`config.mk`:
```
export PLATFORM = sky130hd
export DESIGN_NAME = pelco_command_frame_builder
export DESIGN_NICKNAME = d
export VERILOG_FILES = /design/src/rtl/core/pelco_pkg.sv /design/src/rtl/core/pelco_command_frame_builder.sv
export SDC_FILE = /design/constraint.sdc
export NUM_CORES = 1
export LEC_CHECK = 0
export ABC_AREA = 1
export BUFFER_PORTS_ARGS = -buffer_cell sky130_fd_sc_hd__clkbuf_2
export CAP_MARGIN = 10
export CORE_MARGIN = 2
export CORE_UTILIZATION = 50
export CTS_CLUSTER_DIAMETER = 100
export CTS_CLUSTER_SIZE = 30
export DETAILED_ROUTE_END_ITERATION = 10
export PLACE_DENSITY = 0.75
export SETUP_SLACK_MARGIN = 0.05
export SYNTH_ARGS = -nofsm -noshare
export SYNTH_HDL_FRONTEND = slang
export SYNTH_SLANG_ARGS = --single-unit
```
`constraint.sdc`:
```
create_clock -name i_clk -period 3.6 [get_ports i_clk]
set_input_delay 0.18 -clock i_clk [delete_from_list [all_inputs] [get_ports i_clk]]
set_output_delay 0.18 -clock i_clk [all_outputs]
set_load 0.03 [all_outputs]
```
`src/rtl/core/pelco_pkg.sv`:
```
package pelco_pkg;

    localparam logic [7:0] D_SYNC = 8'hFF;
    localparam logic [7:0] P_STX  = 8'hA0;
    localparam logic [7:0] P_ETX  = 8'hAF;

    // frame format codes for protocol_mode
    localparam logic MODE_D = 1'b0;
    localparam logic MODE_P = 1'b1;

    // byte positions inside a frame
    localparam logic [2:0] POS_HEAD  = 3'd0;
    localparam logic [2:0] POS_ADDR  = 3'd1;
    localparam logic [2:0] POS_CMD1  = 3'd2;
    localparam logic [2:0] POS_CMD2  = 3'd3;
    localparam logic [2:0] POS_DATA1 = 3'd4;
    localparam logic [2:0] POS_DATA2 = 3'd5;
    localparam logic [2:0] POS_D_END = 3'd6;
    localparam logic [2:0] POS_P_END = 3'd7;

    // configuration register index
    localparam logic REG_MODE = 1'b0;

    typedef struct packed {
        logic [7:0] camera_address;
        logic [7:0] command_one;
        logic [7:0] command_two;
        logic [7:0] data_one;
        logic [7:0] data_two;
    } t_cmd_word;

    typedef struct packed {
        logic [7:0] frame_byte;
        logic       frame_last;
    } t_frame_word;

endpackage

```
`src/rtl/core/pelco_command_frame_builder.sv`:
```
// Pelco command frame builder. Pulse start with a command word on i_cmd while
// busy is low; the block sends the serial frame one byte per clock on o_frame,
// each byte marked by o_valid for exactly one cycle, with frame_last set on the
// checksum byte. The receiver cannot stall: sample every byte on the cycle that
// o_valid is high, or it is gone. Pelco-D mode (protocol_mode = 0) sends 7
// bytes: 0xFF, address, cmd1, cmd2, data1, data2, sum of bytes 1..5 mod 256.
// Pelco-P mode (protocol_mode = 1) sends 8 bytes: 0xA0, the same five bytes,
// 0xAF, XOR of bytes 1..5. The output port, which moves one byte per clock,
// sets the rate at which commands are taken.
// A one-word holding register lets the next command be accepted while the
// current frame goes out, so frames follow each other with no gap. The first
// byte passes the holding, serializer and output registers. Write protocol_mode
// (APB, byte address 0, bit 0) only while no frame is pending or in flight.
module pelco_command_frame_builder (
    input  logic                   i_clk,
    input  logic                   i_rst_n,
    // command channel
    input  logic                   start,
    output logic                   busy,
    input  pelco_pkg::t_cmd_word   i_cmd,
    // frame byte channel
    output logic                   o_valid,
    output pelco_pkg::t_frame_word o_frame,
    // configuration port
    input  logic                   psel,
    input  logic                   penable,
    input  logic                   pwrite,
    input  logic [2:0]             paddr,
    input  logic [31:0]            pwdata,
    output logic [31:0]            prdata,
    output logic                   pready
);

    // configuration
    logic r_mode;

    // holding register for the next command word
    logic                 r_pend_valid;
    pelco_pkg::t_cmd_word r_pend;

    // serializer: current command, its checksum and the byte position
    logic                 r_active;
    pelco_pkg::t_cmd_word r_cur;
    logic [7:0]           r_chk;
    logic [2:0]           r_idx;

    // output register
    logic                   r_out_valid;
    pelco_pkg::t_frame_word r_out;

    logic                   accept;
    logic                   at_end;
    logic                   load_ok;
    logic                   cfg_write;
    logic [2:0]             end_pos;
    logic [7:0]             n_chk;
    pelco_pkg::t_frame_word n_out;

    assign pready    = 1'b1;
    assign cfg_write = psel && penable && pwrite && pready;
    assign prdata    = (paddr[2] == pelco_pkg::REG_MODE) ? {31'd0, r_mode} : 32'd0;

    // last byte position depends on the frame format
    assign end_pos = (r_mode == pelco_pkg::MODE_P) ? pelco_pkg::POS_P_END
                                                   : pelco_pkg::POS_D_END;
    assign at_end  = r_active && (r_idx == end_pos);

    // serializer takes a new word when idle or when sending its final byte
    assign load_ok = !r_active || at_end;
    assign busy    = r_pend_valid && !load_ok;
    assign accept  = start && !busy;

    // checksum of the held word, computed on its way into the serializer
    always_comb begin
        if (r_mode == pelco_pkg::MODE_P) begin
            n_chk = r_pend.camera_address ^ r_pend.command_one ^ r_pend.command_two
                  ^ r_pend.data_one ^ r_pend.data_two;
        end else begin
            n_chk = r_pend.camera_address + r_pend.command_one + r_pend.command_two
                  + r_pend.data_one + r_pend.data_two;
        end
    end

    // pick the byte at the current position
    always_comb begin
        n_out.frame_last = 1'b0;
        case (r_idx)
            pelco_pkg::POS_HEAD: begin
                n_out.frame_byte = (r_mode == pelco_pkg::MODE_P) ? pelco_pkg::P_STX
                                                                 : pelco_pkg::D_SYNC;
            end
            pelco_pkg::POS_ADDR:  n_out.frame_byte = r_cur.camera_address;
            pelco_pkg::POS_CMD1:  n_out.frame_byte = r_cur.command_one;
            pelco_pkg::POS_CMD2:  n_out.frame_byte = r_cur.command_two;
            pelco_pkg::POS_DATA1: n_out.frame_byte = r_cur.data_one;
            pelco_pkg::POS_DATA2: n_out.frame_byte = r_cur.data_two;
            pelco_pkg::POS_D_END: begin
                // ETX in P mode, checksum in D mode
                if (r_mode == pelco_pkg::MODE_P) begin
                    n_out.frame_byte = pelco_pkg::P_ETX;
                end else begin
                    n_out.frame_byte = r_chk;
                    n_out.frame_last = 1'b1;
                end
            end
            pelco_pkg::POS_P_END: begin
                n_out.frame_byte = r_chk;
                n_out.frame_last = 1'b1;
            end
            default: n_out.frame_byte = 8'd0;
        endcase
    end

    // control
    always_ff @(posedge i_clk) begin
        if (!i_rst_n) begin
            r_mode       <= pelco_pkg::MODE_D;
            r_pend_valid <= 1'b0;
            r_active     <= 1'b0;
            r_idx        <= pelco_pkg::POS_HEAD;
            r_out_valid  <= 1'b0;
        end else begin
            if (cfg_write && (paddr[2] == pelco_pkg::REG_MODE)) begin
                r_mode <= pwdata[0];
            end

            // hold a new word; drop the held one once it moves on
            if (accept) begin
                r_pend_valid <= 1'b1;
            end else if (load_ok) begin
                r_pend_valid <= 1'b0;
            end

            // advance the serializer, or reload it from the holding register
            if (load_ok) begin
                r_active <= r_pend_valid;
                r_idx    <= pelco_pkg::POS_HEAD;
            end else begin
                r_idx <= r_idx + 3'd1;
            end

            r_out_valid <= r_active;
        end
    end

    // payload
    always_ff @(posedge i_clk) begin
        if (accept) begin
            r_pend <= i_cmd;
        end
        if (load_ok && r_pend_valid) begin
            r_cur <= r_pend;
            r_chk <= n_chk;
        end
        r_out <= n_out;
    end

    assign o_valid = r_out_valid;
    assign o_frame = r_out;

    // an accepted word is always held on the next cycle
    a_accept_held: assert property (@(posedge i_clk) disable iff (!i_rst_n)
        accept |=> r_pend_valid)
        else $error("accepted command word not held");

    // every serializer cycle yields exactly one strobed byte
    a_byte_out: assert property (@(posedge i_clk) disable iff (!i_rst_n)
        r_active |=> o_valid)
        else $error("serializer active without output byte");

    // final byte without a waiting word leaves the serializer idle
    a_frame_end: assert property (@(posedge i_clk) disable iff (!i_rst_n)
        (at_end && !r_pend_valid) |=> (!r_active && o_valid && o_frame.frame_last))
        else $error("frame end not marked or serializer still running");

    // the last marker appears only on the final frame position
    a_last_pos: assert property (@(posedge i_clk) disable iff (!i_rst_n)
        (r_active && !at_end) |=> !o_frame.frame_last)
        else $error("last marker before frame end");

endmodule
```
==> impl_metrics.ini <==
[outcome]
status = finished, final reports clean

[worst_setup_path]
end_kind = register
arrival_ns = 3.59
crit_buf_inv = 3
cp_cell_sequence = inv_1 -> fa_1 -> fa_1 -> fa_1 -> inv_1 -> ha_4 -> fa_2 -> nand2_1 -> inv_1 -> nor2_2 -> nand3_2 -> nand3_1 -> nand2_1
cp_data_required_time_ns = 3.73
startpoint_type = register
worstPathMaxFanout = 4
worstSetupPathType = register to register
crit_family = adder cells
cpPeakStageDelay_ns = 0.57
cp_slowest_cell = fa_1

[timing]
finalWorstPathRequiredPeriod_ns = 3.464
skew_ns = 0.01404
worst_slew_pin_slew_ns = 0.8463
slew_violations = 0
slew_headroom_pct = 43.50
max_freq_ghz = 0.2887
fin_tns_setup_ns = 0
hold_viol_final = 0
setup_viol = 0
period_share_pct = 96.23

[die]
start_util_pct = 51.65
die_h_um = 107.5
core_sq_um = 10370
placementRows = 37
die_x_um = 107.5
pin_count = 125
dieArea_sq_um = 11560

[cells_and_area]
fill_cells = 815
drive_above_1_share_pct = 20.86
nets = 714
area_delta_synth_final_pct = 19.60
multi_input_area_sq_um = 1948
num_antenna_cells = 0
regArea_sq_um = 2963

[global_routing]
grt_overflow = 0
grt_use_total_pct = 19.68
antenna_found_initial = 0
grt_pass1_wl_um = 17000
first_global_vias = 3587
grt_max_degree = 49

[clock_tree]
clock_latency_ns = 0.37
numClockSinks = 104
clkTransAtPathRegs_ns = 0.10
cts_buffers = 9
root_buffer = clkbuf_8
clock_path_buffers = 2
cts_tree = built
htreeDepth = 3

[yosys]
yosysWarnings = 0
synth.most_common_cell = inv_1
ys_top_cells_by_area = edfxtp_1 49%, fa_1 7.5%, inv_1 6.2%, dfxtp_1 6.0%, nand2_1 5.8%
syn-instance-count = 484
yosys.area.top_type = edfxtp_1
synth_edf_count = 88
ys_ff_latch = 104
syn_area_per_cell_sq_um = 11.07
async_flop_share_pct = 0
netlist_top_cells_count = 89 x inv_1, 88 x edfxtp_1, 83 x nand2_1
syn_area_sq_um = 5356
seq_area_frac_synth_pct = 55.31
synth_top_area_share_pct = 49.33
synth.distinct_cells = 40
synth-main-ff-cell = edfxtp_1

[hold_path]
hold_path_class = input pin to register

[power]
power_density_nw_per_um2 = 476.2
leakage_nw = 2.895
ir_worst_vdd_mv = 0.2034
power_mw = 3.050

[place]
place_hpwl_um = 7066
port_buffers = 59
routabilityCongestion = 0.8583

[drt]
drt_first_pass_iters = 5
vias = 3639
viasPerCell = 4.918
wire_per_inst_um = 14.39
drc_errors = 0
routed_wl_um = 10650
drtIter0Drc = 268
postRouteAntennaNets = 0

[job]
maxCapViolations = 0
==> worst min-delay path, stage by stage <==
cell	delay, ns
clkbuf_2	0.10
inv_1	0.08
a21oi_2	0.03
==> kinds of logic (layout without fill, tap and decap cells) <==
kind of cell | Yosys count | count (layout) | share of synthesized area [%]
simple gates | 147 | 147 | 12.85
buf+inv | 133 | 223 | 11.98
flops | 104 | 104 | 55.31
compound gates | 41 | 41 | 5.209
fa+ha+maj | 34 | 34 | 10.75
xor+xnor | 23 | 23 | 3.761
other cells | 2 | 32 | 0.1402
==> per-stage QoR <==
stage	hold slack (ns)	utilization, %	worst slack (ns)	cells	cell area (sq um)
floorplan	0.2789	-	0.3365	514	5469
global placement	0.3568	54.78	0.1931	674	5680
detailed placement	0.3586	54.78	0.07846	674	5680
CTS	0.03121	60.34	0.05374	730	6257
global route	0.04295	61.78	-0.02358	740	6406
finish	0.05735	61.78	0.1357	740	6406
==> layer usage <==
| metal | up-vias | GRT usage (%) | wire length [um] |
|---|---|---|---|
| met2 | 170 | 34.23 | 5490 |
| met3 | 32 | 4.843 | 903 |
| li1 | 1722 | - | - |
| met1 | 1715 | 23.71 | 3974 |
| met4 | 0 | 7.143 | 280 |
| met5 | - | 0 | 0 |
==> path summary, 6_finish.rpt <==
kind	start	end	slack, ns	cells after the start
setup / recovery	r_pend[1]	r_chk[7]	0.14	13
hold / removal	i_rst_n	r_pend_valid	0.06	3
setup reg to reg	r_pend[1]	r_chk[7]	0.14	13
hold reg to reg	r_cur[36]	o_frame[5]	0.47	2
==> final cells by class <==
| type | instances | share of cell area (%) |
|---|---|---|
| clock inverters | 5 | 0.5078 |
| inverters | 96 | 5.703 |
| repair buffers | 111 | 12.27 |
| flip-flops and latches | 104 | 46.25 |
| well taps | 136 | 2.656 |
| multi-input cells | 277 | 30.41 |
| clock buffers | 11 | 2.207 |
==> flip-flops by register name, indices dropped and copies added (netlist names) <==
signal	flops
o_valid	1
r_cur	40
r_pend	40
r_active	1
r_mode	1
r_chk	8
o_frame	9
r_pend_valid	1
r_idx	3
==> placed cells by master (no fill, tap or decap), types with 4 or more instances in the layout <==
cell and count:
clkbuf_2 59, dlygate4sd3_1 40, a21oi_2 4, xnor2_1 8
nor2_2 4, conb_1 32, clkbuf_8 10, fa_1 18
nand3_1 25, dfxtp_1 16, xor2_1 15, buf_4 12
nand2_4 5, ha_1 10, o21ai_0 9, edfxtp_1 88
nor2_1 11, a221oi_1 4, ha_4 4, nand2_1 83
nand2_2 5, a21oi_1 11, inv_1 89, inv_2 5
==> power breakdown <==
group,switching [mW],total (mW),internal (mW)
Sequential,0.0485,1.48,1.43
Combinational,0.542,0.914,0.372
Clock,0.386,0.656,0.270
==> what timing repair did <==
action,in CTS,in global routing
resized for setup,1,13
pin swaps,0,4
buffers inserted,0,10
endpoints found under the setup margin,1,4
hold buffers,40,0
endpoints found under the hold margin,40,0
Note: power is estimated with default switching activity, not from simulation.
